$ cat config.mk
export PLATFORM = sky130hd
export DESIGN_NAME = tire_pressure_frame_decoder_flat
export DESIGN_NICKNAME = d
export VERILOG_FILES = /design/src/rtl/core/tpfd_pkg.sv /design/src/rtl/core/tpfd_rx_if.sv /design/src/rtl/core/tpfd_rec_if.sv /design/src/rtl/core/tire_pressure_frame_decoder.sv /design/src/flat_wrapper.sv
export SDC_FILE = /design/constraint.sdc
export NUM_CORES = 1
export LEC_CHECK = 0
export BUFFER_PORTS_ARGS = -buffer_cell sky130_fd_sc_hd__buf_2
export CAP_MARGIN = 20
export CORE_MARGIN = 5
export CORE_UTILIZATION = 52
export CTS_CLUSTER_SIZE = 10
export DETAILED_ROUTE_END_ITERATION = 10
export PLACE_DENSITY = 0.81
export SYNTH_ARGS = -nofsm -noshare
export SYNTH_HDL_FRONTEND = slang
export SYNTH_SLANG_ARGS = --single-unit
export TNS_END_PERCENT = 1
$ cat constraint.sdc
create_clock -name clk -period 3.7 [get_ports clk]
set_input_delay 0 -clock clk [delete_from_list [all_inputs] [get_ports clk]]
set_output_delay 0 -clock clk [all_outputs]
set_load 0.02 [all_outputs]
$ cat src/rtl/core/tpfd_pkg.sv
// Tire-pressure frame decoder package: sync codes, frame byte positions,
// scale factors, alarm codes and the alarm priority function.
// No dependencies; used by the channel interfaces and the top level.
package tpfd_pkg;

    localparam int BYTE_W     = 8;
    localparam int POS_W      = 4;
    localparam int CODE_W     = 10;
    localparam int MBAR_W     = 15;
    localparam int PSI_W      = 18;
    localparam int TEMP_W     = 9;
    localparam int ALARM_W    = 3;

    localparam logic [BYTE_W-1:0] SYNC_FIRST  = 8'hAA;
    localparam logic [BYTE_W-1:0] SYNC_SECOND = 8'hA1;

    localparam logic [POS_W-1:0] POS_IDLE      = 4'd0;
    localparam logic [POS_W-1:0] POS_FIRST     = 4'd2;
    localparam logic [POS_W-1:0] POS_SENSOR_ID = 4'd5;
    localparam logic [POS_W-1:0] POS_PRESS_HI  = 4'd9;
    localparam logic [POS_W-1:0] POS_PRESS_LO  = 4'd10;
    localparam logic [POS_W-1:0] POS_TEMP      = 4'd11;
    localparam logic [POS_W-1:0] POS_STATUS    = 4'd12;
    localparam logic [POS_W-1:0] POS_LAST      = 4'd13;

    localparam logic [MBAR_W-1:0] MBAR_PER_CODE     = 15'd25;
    localparam logic [PSI_W-1:0]  PSI_Q400_PER_CODE = 18'd145;
    localparam logic [TEMP_W-1:0] TEMP_OFFSET       = 9'd50;

    localparam logic [BYTE_W-1:0] SENSOR_MIN = 8'd1;
    localparam logic [BYTE_W-1:0] SENSOR_MAX = 8'd4;

    typedef enum logic [ALARM_W-1:0] {
        ALARM_NONE      = 3'd0,
        ALARM_FAST_LEAK = 3'd1,
        ALARM_HIGH_PRES = 3'd2,
        ALARM_LOW_PRES  = 3'd3,
        ALARM_HIGH_TEMP = 3'd4,
        ALARM_LOW_BATT  = 3'd5
    } alarm_t;

    function automatic alarm_t alarm_of(input logic [BYTE_W-1:0] status);
        alarm_t a;
        if (status[1:0] == 2'b01)
            a = ALARM_FAST_LEAK;
        else if (status[4])
            a = ALARM_HIGH_PRES;
        else if (status[3])
            a = ALARM_LOW_PRES;
        else if (status[2])
            a = ALARM_HIGH_TEMP;
        else if (status[7])
            a = ALARM_LOW_BATT;
        else
            a = ALARM_NONE;
        return a;
    endfunction

endpackage

$ cat src/rtl/core/tpfd_rx_if.sv
// Byte channel into the tire-pressure frame decoder: valid, ready, rx_byte.
// Depends on tpfd_pkg for the byte width.
interface tpfd_rx_if import tpfd_pkg::*; ();
    logic              valid;
    logic              ready;
    logic [BYTE_W-1:0] rx_byte;

    modport source (output valid, output rx_byte, input ready);
    modport sink   (input valid, input rx_byte, output ready);
endinterface

$ cat src/rtl/core/tpfd_rec_if.sv
// Record channel out of the tire-pressure frame decoder: valid, ready and
// the decoded frame fields. Depends on tpfd_pkg for the field widths.
interface tpfd_rec_if import tpfd_pkg::*; ();
    logic                      valid;
    logic                      ready;
    logic [BYTE_W-1:0]         sensor_id;
    logic                      known_sensor;
    logic [CODE_W-1:0]         pressure_code;
    logic [MBAR_W-1:0]         pressure_mbar;
    logic [PSI_W-1:0]          pressure_psi_q400;
    logic signed [TEMP_W-1:0]  temperature_c;
    logic [ALARM_W-1:0]        alarm;

    modport source (output valid, output sensor_id, output known_sensor,
                    output pressure_code, output pressure_mbar,
                    output pressure_psi_q400, output temperature_c,
                    output alarm, input ready);
    modport sink   (input valid, input sensor_id, input known_sensor,
                    input pressure_code, input pressure_mbar,
                    input pressure_psi_q400, input temperature_c,
                    input alarm, output ready);
endinterface

$ cat src/rtl/core/tire_pressure_frame_decoder.sv
// Tire-pressure frame decoder top level: sync hunt, field capture and
// record build. Depends on tpfd_pkg, tpfd_rx_if and tpfd_rec_if.
//
//   channel  dir  word                     results per word
//   rx       in   rx_byte                  0 or 1
//   rec      out  decoded frame record     -
//
// One byte per cycle; a record leaves the output register the cycle after
// the last frame byte is taken. Reset clears sync, frame and output state.
// While a record waits, bytes keep flowing unless the next one could end a
// frame; that byte stalls until the record is taken.
module tire_pressure_frame_decoder import tpfd_pkg::*;
(
    input  logic         clk,
    input  logic         rst_n,
    tpfd_rx_if.sink      rx,
    tpfd_rec_if.source   rec
);

    logic              sync_pending_reg, sync_pending_next;
    logic              in_frame_reg, in_frame_next;
    logic [POS_W-1:0]  pos_reg, pos_next;
    logic [BYTE_W-1:0] sensor_id_reg, sensor_id_next;
    logic [1:0]        press_hi_reg, press_hi_next;
    logic [BYTE_W-1:0] press_lo_reg, press_lo_next;
    logic [BYTE_W-1:0] temp_reg, temp_next;
    logic [BYTE_W-1:0] status_reg, status_next;
    logic              out_valid_reg, out_valid_next;

    logic [BYTE_W-1:0]        out_id_reg;
    logic                     out_known_reg;
    logic [CODE_W-1:0]        out_code_reg;
    logic [MBAR_W-1:0]        out_mbar_reg;
    logic [PSI_W-1:0]         out_psi_reg;
    logic signed [TEMP_W-1:0] out_temp_reg;
    alarm_t                   out_alarm_reg;

    logic              accept;
    logic              emit;
    logic              may_emit;
    logic [CODE_W-1:0] code;

    assign may_emit = in_frame_reg && (pos_reg == POS_LAST);
    assign rx.ready = !out_valid_reg || rec.ready || !may_emit;
    assign accept   = rx.valid && rx.ready;
    assign code     = {press_hi_reg, press_lo_reg};

    always_comb
    begin
        sync_pending_next = sync_pending_reg;
        in_frame_next     = in_frame_reg;
        pos_next          = pos_reg;
        sensor_id_next    = sensor_id_reg;
        press_hi_next     = press_hi_reg;
        press_lo_next     = press_lo_reg;
        temp_next         = temp_reg;
        status_next       = status_reg;
        emit              = 1'b0;
        if (accept)
        begin
            if (rx.rx_byte == SYNC_FIRST)
            begin
                sync_pending_next = 1'b1;
            end
            else if (sync_pending_reg && rx.rx_byte == SYNC_SECOND)
            begin
                sync_pending_next = 1'b0;
                in_frame_next     = 1'b1;
                pos_next          = POS_FIRST;
            end
            else
            begin
                sync_pending_next = 1'b0;
                if (in_frame_reg)
                begin
                    unique case (pos_reg)
                        POS_SENSOR_ID: sensor_id_next = rx.rx_byte;
                        POS_PRESS_HI:  press_hi_next  = rx.rx_byte[1:0];
                        POS_PRESS_LO:  press_lo_next  = rx.rx_byte;
                        POS_TEMP:      temp_next      = rx.rx_byte;
                        POS_STATUS:    status_next    = rx.rx_byte;
                        default:       ;
                    endcase
                    if (pos_reg == POS_LAST)
                    begin
                        in_frame_next = 1'b0;
                        pos_next      = POS_IDLE;
                        emit          = 1'b1;
                    end
                    else
                    begin
                        pos_next = pos_reg + 1'b1;
                    end
                end
            end
        end
        if (emit)
            out_valid_next = 1'b1;
        else if (rec.ready)
            out_valid_next = 1'b0;
        else
            out_valid_next = out_valid_reg;
    end

    always_ff @(posedge clk or negedge rst_n)
    begin
        if (!rst_n)
        begin
            sync_pending_reg <= 1'b0;
            in_frame_reg     <= 1'b0;
            pos_reg          <= POS_IDLE;
            out_valid_reg    <= 1'b0;
        end
        else
        begin
            sync_pending_reg <= sync_pending_next;
            in_frame_reg     <= in_frame_next;
            pos_reg          <= pos_next;
            out_valid_reg    <= out_valid_next;
        end
    end

    always_ff @(posedge clk)
    begin
        sensor_id_reg <= sensor_id_next;
        press_hi_reg  <= press_hi_next;
        press_lo_reg  <= press_lo_next;
        temp_reg      <= temp_next;
        status_reg    <= status_next;
        if (emit)
        begin
            out_id_reg    <= sensor_id_reg;
            out_known_reg <= (sensor_id_reg >= SENSOR_MIN) && (sensor_id_reg <= SENSOR_MAX);
            out_code_reg  <= code;
            out_mbar_reg  <= MBAR_W'(code) * MBAR_PER_CODE;
            out_psi_reg   <= PSI_W'(code) * PSI_Q400_PER_CODE;
            out_temp_reg  <= signed'({1'b0, temp_reg} - TEMP_OFFSET);
            out_alarm_reg <= alarm_of(status_reg);
        end
    end

    assign rec.valid             = out_valid_reg;
    assign rec.sensor_id         = out_id_reg;
    assign rec.known_sensor      = out_known_reg;
    assign rec.pressure_code     = out_code_reg;
    assign rec.pressure_mbar     = out_mbar_reg;
    assign rec.pressure_psi_q400 = out_psi_reg;
    assign rec.temperature_c     = out_temp_reg;
    assign rec.alarm             = out_alarm_reg;

endmodule
$ cat src/flat_wrapper.sv
// flat-port wrapper written by rule: the top's interface ports become plain ports
module tire_pressure_frame_decoder_flat import tpfd_pkg::*;
  (clk, rst_n, rx_valid, rx_rx_byte, rx_ready, rec_valid, rec_sensor_id, rec_known_sensor, rec_pressure_code, rec_pressure_mbar, rec_pressure_psi_q400, rec_temperature_c, rec_alarm, rec_ready);
  tpfd_rx_if rx_i ();
  tpfd_rec_if rec_i ();
  input  logic clk;
  input  logic rst_n;
  input wire logic [$bits(rx_i.valid)-1:0] rx_valid;
  input wire logic [$bits(rx_i.rx_byte)-1:0] rx_rx_byte;
  output wire logic [$bits(rx_i.ready)-1:0] rx_ready;
  output wire logic [$bits(rec_i.valid)-1:0] rec_valid;
  output wire logic [$bits(rec_i.sensor_id)-1:0] rec_sensor_id;
  output wire logic [$bits(rec_i.known_sensor)-1:0] rec_known_sensor;
  output wire logic [$bits(rec_i.pressure_code)-1:0] rec_pressure_code;
  output wire logic [$bits(rec_i.pressure_mbar)-1:0] rec_pressure_mbar;
  output wire logic [$bits(rec_i.pressure_psi_q400)-1:0] rec_pressure_psi_q400;
  output wire logic [$bits(rec_i.temperature_c)-1:0] rec_temperature_c;
  output wire logic [$bits(rec_i.alarm)-1:0] rec_alarm;
  input wire logic [$bits(rec_i.ready)-1:0] rec_ready;
  assign rx_i.valid = rx_valid;
  assign rx_i.rx_byte = rx_rx_byte;
  assign rx_ready = rx_i.ready;
  assign rec_valid = rec_i.valid;
  assign rec_sensor_id = rec_i.sensor_id;
  assign rec_known_sensor = rec_i.known_sensor;
  assign rec_pressure_code = rec_i.pressure_code;
  assign rec_pressure_mbar = rec_i.pressure_mbar;
  assign rec_pressure_psi_q400 = rec_i.pressure_psi_q400;
  assign rec_temperature_c = rec_i.temperature_c;
  assign rec_alarm = rec_i.alarm;
  assign rec_i.ready = rec_ready;
  tire_pressure_frame_decoder u_core (.clk(clk), .rst_n(rst_n), .rx(rx_i), .rec(rec_i));
endmodule
==> results.md, run 1 <==
- Pwr per Cell Area: 327 nW/um2
- Crit. Startpoint: u_core.press_lo_reg[4]$_DFFE_PP_
- Layout cells sized above 1: 22.2%
- Slew Viols, Final: 0
- Grt met2 use: 27.1%
- Clk_skew: 0.00811 ns
- Crit path depth: 9
- Post-synth EDFFs: 89
- Gpl congestion: 0.797
- Crit-path cells: ha_1, fa_1, ha_1, ha_1, nor2b_1, o211ai_1, a41oi_1, or4_1, nand4_1
- Yosys top cell by area: edfxtp_1
- CP Buf/Inv Count: 0
- RSZ-0062 raised after global routing: false
- # fillers: 709
- Slowest-stage cell, CP: edfxtp_1
- # DRC: 0
- Post-synth ARST share: 7.29%
- DR iter-0 viols: 139
- Most Crowded Layer GR: met2
- Largest family of logic cells by synthesized area: adder cells
- Fmax: 0.305 GHz
- Ant. Diodes: 0
- Syn Area/Cell: 13.6 um2
- Setup violators final: 0
- Hold path depth: 4
- Total of max-cap violations: 0
- R2R cell count: 9
- DR vias/cell: 5.28
- Worst-path maximum fanout: 7
- Slew Limit Headroom: 25.0%
- XOR/XNOR Fraction of Synth Area: 4.10%
- Post-synthesis sequential area ratio: 55.6%
- FF-to-FF End: u_core.rec.pressure_psi_q400[16]$_DFFE_PP_
- Largest net degree at the start of global routing: 46
- Data required time of the critical path: 3.92 ns
- Crit path kind: flip-flop to flip-flop
- Grt ovf: 0
- Sink Count: 96
- Worst-margin pin slew: 1.11 ns
- Clk buf depth: 2
- Worst setup EP type: flip-flop
- Synth Area in Adders: 21.0%
- Root Buffer: clkbuf_8
- IO Port Bufs: 77
- Remaining antenna violation count: 0
- Finished Cell Area: 5940 um2
- GR Util met1: 21.5%
- Crit path to: u_core.rec.pressure_psi_q400[16]$_DFFE_PP_
- Post-CTS setup buffers: 0
- Core ar.: 9680 um2
- Startpoint Class: flip-flop
- I/O pin total: 78
- Fin Hold WS: 0.0747 ns
- Layout area overhead: 15.9%
- Routed Wire Length: 9.30 mm
- Die Wd: 109 um
- Final hold vios: 0
- Status: finished clean
- Register bit total from synthesis: 96
- Crit path largest cell delay: 0.53 ns
- DP Worst Slack: 0.438 ns
- Post-synthesis mux area share: 0%
- Leakage power: 2.52 nW
- Reg area: 2850 um2
- Tot Pwr: 1.94 mW
- Crit-path most repeated cell: ha_1
- Worst Hold Launch: rec_ready
- Final worst-path setup slack: 0.417 ns
- Final net count: 561
- Final Core Density: 61.3%
- Die H: 109 um
- Top cells by area, synth: edfxtp_1 52%, ha_1 18%, dfrtp_1 3.4%, fa_1 3.1%, xnor2_1 2.6%
- Rows: 36
- Critical R2R Launch: u_core.press_lo_reg[4]$_DFFE_PP_
- Synth top area share: 52.2%
- Post-DP HPWL: 6.61 mm
- Worst-skew pair later-pin latency: 0.36 ns
- Synth Flop Type: edfxtp_1
- CTS tree: built
- Cells after Synth: 377
- Global Route Usage Sum: 16.6%
- Routed wire per std cell: 15.4 um
- Area after DPL: 5630 um2
- CP arrival: 3.50 ns
- Num CTS Buffers: 9
- Worst vdd ir: 160 uV
- Post-Synth Simple-Gate Area: 8.57%
- Initial antenna violation count: 0
- Cell variety after synth: 48
- Routed via count: 3196
- Ys Warns: 0
- Footprint of the multi-input gates: 2090 um2
- Placed insts: 579
- Compound-cell area share of the yosys netlist: 6.99%
- Htree depth: 3
- Initial Util: 52.9%
- Synth Net Count: 470
- Post-synthesis cell area: 5120 um2
- Vias in the first global route: 3156
- Non-Filler Instances: 605
- Die area: 11900 um2
- First-pass GRT wire length: 15.2 mm
- Final worst-path cycle share: 88.7%
- Final Critical Period: 3.28 ns
- Largest register FFs: 18
- HP Class: input pin to flip-flop
- Crit-path leading delay family: adder cells
- GR Layer Usage met3: 3.55%
- Setup TNS: 0 ns
- R2r setup slk: 0.42 ns
- DR pass1 iterations: 4
- Clock Pin Slew Worst Setup and Hold Paths: 0.09 ns
-- layer usage --
metal / part of all wire, % / vias to the layer above
li1: - / 1566
met1: 43 / 1505
met2: 48 / 103
met3: 5.9 / 22
met4: 2.8 / 0
met5: 0 / -
-- area by class of cell --
class | instances | share of cell area, %
sequential | 96 | 48.0
multi-input combinational | 238 | 35.2
timing repair buffer | 90 | 8.60
tap | 133 | 2.80
clock buffer | 9 | 2.09
inverter | 33 | 2.09
clock inverter | 6 | 1.29
-- where the power goes --
group          total (mW)  leakage (nW)  internal, mW  switching [mW]
Combinational      0.0422          1.52        0.0204          0.0218
Sequential           1.19         0.895          1.18          0.0154
Clock               0.704         0.103         0.322           0.382
Total                1.94          2.52          1.52           0.419
-- worst register-to-register path: stages (launching register included) --
cell and delay (ns):
edfxtp_1 0.53, ha_1 0.34, fa_1 0.44, ha_1 0.30, ha_1 0.34, nor2b_1 0.16, o211ai_1 0.23, a41oi_1 0.24
or4_1 0.45, nand4_1 0.11
-- logic make-up after synthesis --
group                    Yosys count
AO/OA/AOI/OAI                     56
AND/OR/NAND/NOR                   77
buffers and inverters             43
XOR/XNOR                          24
flip-flops                        96
adder cells (fa/ha/maj)           81
-- layout by cell type, fill, tap and decap left out, drive strengths merged, types with 3 or more instances in the layout --
cell type,instances
nand2,13
ha,73
clkbuf,9
inv,37
a31oi,5
o21ai,12
or4,3
nor2b,5
dlygate4sd3,11
nor4,3
fa,8
nand2b,5
buf,79
a21oi,16
xor2,9
xnor2,15
o211ai,3
edfxtp,89
nor2,20
nand3,9
nor3,5
a21o,4
dfrtp,7
-- timing repair --
item	CTS	global route
resized for setup	0	0
hold buffers	11	0
hold endpoints to repair	40	0
-- cell usage after synthesis, types with 2 or more instances --
master / count
edfxtp_1: 89
nor3_1: 5
xnor2_1: 15
buf_4: 8
o211ai_1: 3
o21ai_0: 12
a211oi_1: 2
or4_1: 2
nor2_1: 20
nor4_1: 3
and2_1: 2
buf_2: 2
o21a_1: 2
a31o_2: 2
nand3_1: 8
nand2b_1: 5
nand4_1: 2
fa_1: 8
nor2b_1: 5
o31ai_1: 2
xor2_1: 9
inv_1: 33
a21oi_1: 16
nand2_1: 12
a21o_1: 4
a31oi_1: 5
dfrtp_1: 7
or2_2: 2
ha_1: 73
-- worst min path at each step --
stage                                     endpoint  slack (ns)
2_1_floorplan      u_core.in_frame_reg$_DFFE_PN0P_       -0.30
3_3_place_gp   u_core.sync_pending_reg$_DFFE_PN0P_       -0.16
3_5_place_dp   u_core.sync_pending_reg$_DFFE_PN0P_       -0.16
4_1_cts        u_core.sync_pending_reg$_DFFE_PN0P_        0.05
5_1_grt        u_core.sync_pending_reg$_DFFE_PN0P_        0.09
6_report       u_core.sync_pending_reg$_DFFE_PN0P_        0.07
(Power assumes the default switching activity.)
==> run 2, diff against run 1 <==
BUFFER_PORTS_ARGS = -buffer_cell sky130_fd_sc_hd__clkbuf_2   (was -buffer_cell sky130_fd_sc_hd__buf_2)
==> run 2 against run 1 <==
Die area unchanged; final area down 0.17%; count of clock-buffer cells in the layout unchanged; sequential share of layout area up 0.081 points; via count up 0.41%; critical endpoint unchanged.
==> results.md, run 2 (synthesized netlist as in run 1, its figures left out) <==
- Startpoint Class: flip-flop (unchanged)
- DR iter-0 viols: 246 (was 139)
- # DRC: 0 (unchanged)
- Int Pwr: 1.46 mW (was 1.52 mW)
- Grt ovf: 0 (unchanged)
- Comb pwr share: 2.3% (was 2.2%)
- Fin Hold WS: 0.0777 ns (was 0.0747 ns)
- Final worst-path cycle share: 88.4% (was 88.7%)
- Worst setup EP type: flip-flop (unchanged)
- FF-to-FF End: u_core.rec.pressure_psi_q400[16]$_DFFE_PP_ (unchanged)
- Layout cells sized above 1: 22.2% (about the same)
- Clk buf depth: 2 (unchanged)
- Worst-margin pin slew: 1.07 ns (was 1.11 ns)
- Crit. Startpoint: u_core.press_lo_reg[4]$_DFFE_PP_ (unchanged)
- Leakage power: 2.53 nW (was 2.52 nW)
- CTS tree: built (unchanged)
- Final net count: 561 (unchanged)
- Most common cell after layout, fill and taps aside: edfxtp_1 (unchanged)
- Most frequent cells in the layout: 89 x edfxtp_1, 77 x clkbuf_2, 73 x ha_1 (was 89 x edfxtp_1, 77 x buf_2, 73 x ha_1)
- Post_cts resized: 0 (unchanged)
- GR Util met1: 21.5% (about the same)
- Core ar.: 9680 um2 (unchanged)
- Most Crowded Layer GR: met2 (unchanged)
- Status: finished clean (unchanged)
- I/O pin total: 78 (unchanged)
- Gpl congestion: 0.796 (was 0.797)
- Setup TNS: 0 ns (unchanged)
- Reg power frac: 62.7% (was 61.5%)
- Die Wd: 109 um (unchanged)
- Htree depth: 3 (unchanged)
- Post-CTS setup buffers: 0 (unchanged)
- Setup violators final: 0 (unchanged)
- Num CTS Buffers: 9 (unchanged)
- Data required time of the critical path: 3.94 ns (was 3.92 ns)
- Fmax: 0.306 GHz (was 0.305 GHz)
- Finished Cell Area: 5930 um2 (was 5940 um2)
- Final Critical Period: 3.27 ns (was 3.28 ns)
- Largest register FFs: 18 (unchanged)
- GR Layer Usage met3: 3.26% (was 3.55%)
- Slew Limit Headroom: 28.3% (was 25.0%)
- Grt met2 use: 28.6% (was 27.1%)
- Routed Wire Length: 9.62 mm (was 9.30 mm)
- Die H: 109 um (unchanged)
- Worst-path maximum fanout: 7 (unchanged)
- Crit path kind: flip-flop to flip-flop (unchanged)
- Slew Viols, Final: 0 (unchanged)
- Sink Count: 96 (unchanged)
- Final hold vios: 0 (unchanged)
- Switching share of power: 23.5% (was 21.6%)
- Largest net degree at the start of global routing: 46 (unchanged)
- Worst-skew pair later-pin latency: 0.39 ns (was 0.36 ns)
- Post-DP HPWL: 6.81 mm (was 6.61 mm)
- Layout area overhead: 15.7% (was 15.9%)
- Root Buffer: clkbuf_8 (unchanged)
- Sw power: 447 uW (was 419 uW)
- Worst Hold Launch: rec_ready (unchanged)
- Total of max-cap violations: 0 (unchanged)
- HP Class: input pin to flip-flop (unchanged)
- Hold path endpoint: u_core.sync_pending_reg$_DFFE_PN0P_ (unchanged)
- Clock Pin Slew Worst Setup and Hold Paths: 0.10 ns (was 0.09 ns)
- Clk_skew: 0.0169 ns (was 0.00811 ns)
- Remaining antenna violation count: 0 (unchanged)
- Hold path depth: 4 (unchanged)
- Initial Util: 52.9% (unchanged)
- Initial antenna violation count: 1 (was 0)
- Tot Pwr: 1.91 mW (was 1.94 mW)
- Clk network pwr share: 35.0% (was 36.3%)
- RSZ-0062 raised after global routing: false (unchanged)
- Routed wire per std cell: 15.9 um (was 15.4 um)
- Vias in the first global route: 3151 (was 3156)
- Critical R2R Launch: u_core.press_lo_reg[4]$_DFFE_PP_ (unchanged)
- R2R cell count: 9 (unchanged)
- Worst vdd ir: 177 uV (was 160 uV)
- First-pass GRT wire length: 15.4 mm (was 15.2 mm)
- DR pass1 iterations: 4 (unchanged)
- Pwr per Cell Area: 321 nW/um2 (was 327 nW/um2)
- R2r setup slk: 0.43 ns (was 0.42 ns)
- Global Route Usage Sum: 17.0% (was 16.6%)
- CP arrival: 3.51 ns (was 3.50 ns)
- Die area: 11900 um2 (unchanged)
- Area after DPL: 5630 um2 (unchanged)
- DR vias/cell: 5.29 (was 5.28)
- Rows: 36 (unchanged)
- Routed via count: 3209 (was 3196)
- IO Port Bufs: 77 (unchanged)
## run 2: changes by cell type in the layout (fill, tap and decap cells not counted)
cell | before | now
clkinv_1 | 0 | 1
inv_6 | 3 | 4
buf_2 | 77 | 0
clkbuf_2 | 0 | 77
inv_8 | 1 | 0
clkinv_8 | 0 | 1
diode_2 | 0 | 1
bufinv_16 | 1 | 0
## run 2: worst max-delay path by stage
stage | depth (start not counted) | slack (ns) | endpoint
6_report | 9 | 0.43 | u_core.rec.pressure_psi_q400[16]$_DFFE_PP_
4_1_cts | 9 | 0.42 | u_core.rec.pressure_psi_q400[16]$_DFFE_PP_
3_3_place_gp | 9 | 0.56 | u_core.rec.pressure_psi_q400[16]$_DFFE_PP_
5_1_grt | 11 | 0.25 | u_core.rec.pressure_mbar[12]$_DFFE_PP_
3_5_place_dp | 9 | 0.47 | u_core.rec.pressure_psi_q400[16]$_DFFE_PP_
2_1_floorplan | 9 | 0.72 | u_core.rec.pressure_psi_q400[16]$_DFFE_PP_
## run 2: repair_timing
item                       4_1_cts  5_1_grt
hold buffers                    11        0
setup endpoints to repair        0        0
hold endpoints to repair        40        0
## run 2: critical path: stages, from the launching register on
cell      delay [ns]
edfxtp_1        0.54
ha_1            0.34
fa_1            0.44
ha_1            0.30
ha_1            0.34
nor2b_1         0.16
o211ai_1        0.21
a41oi_1         0.22
or4_1           0.45
nand4_1         0.11
## run 2: metrics by stage
step / util, % / setup WS (ns) / cells
after floorplan: - / 0.721 / 377
after global placement: 58.1 / 0.556 / 579
after detailed placement: 58.1 / 0.471 / 579
after CTS: 61.2 / 0.424 / 606
after global routing: 61.2 / 0.246 / 607
final: 61.2 / 0.431 / 607
## run 2: power by group through the flow
stage | Clock, mW | Combinational, mW | Sequential (mW)
5_1_grt | 0.722 | 0.0475 | 1.20
4_1_cts | 0.669 | 0.0430 | 1.19
2_1_floorplan | 0 | 0.0298 | 1.21
3_3_place_gp | 0 | 0.0323 | 1.22
3_5_place_dp | 0 | 0.0332 | 1.22
6_report | 0.667 | 0.0435 | 1.19
## run 2: metal layers
| metal | vias to the layer above | wire, um | part of all wire [%] |
|---|---|---|---|
| met4 | 0 | 179 | 1.9 |
| met1 | 1523 | 4180 | 43 |
| met5 | - | 0 | 0 |
| met3 | 15 | 527 | 5.5 |
| met2 | 95 | 4740 | 49 |
| li1 | 1576 | - | - |
## run 2: area by class of cell
class / instances / area (um2)
diodes: 1 / 2.50
clock buffers: 9 / 124
clock inverters: 7 / 63.8
fillers: 734 / 3760
inverters: 33 / 124
multi-input cells: 238 / 2090
flip-flops and latches: 96 / 2850
well taps: 133 / 166
repair buffers: 90 / 510
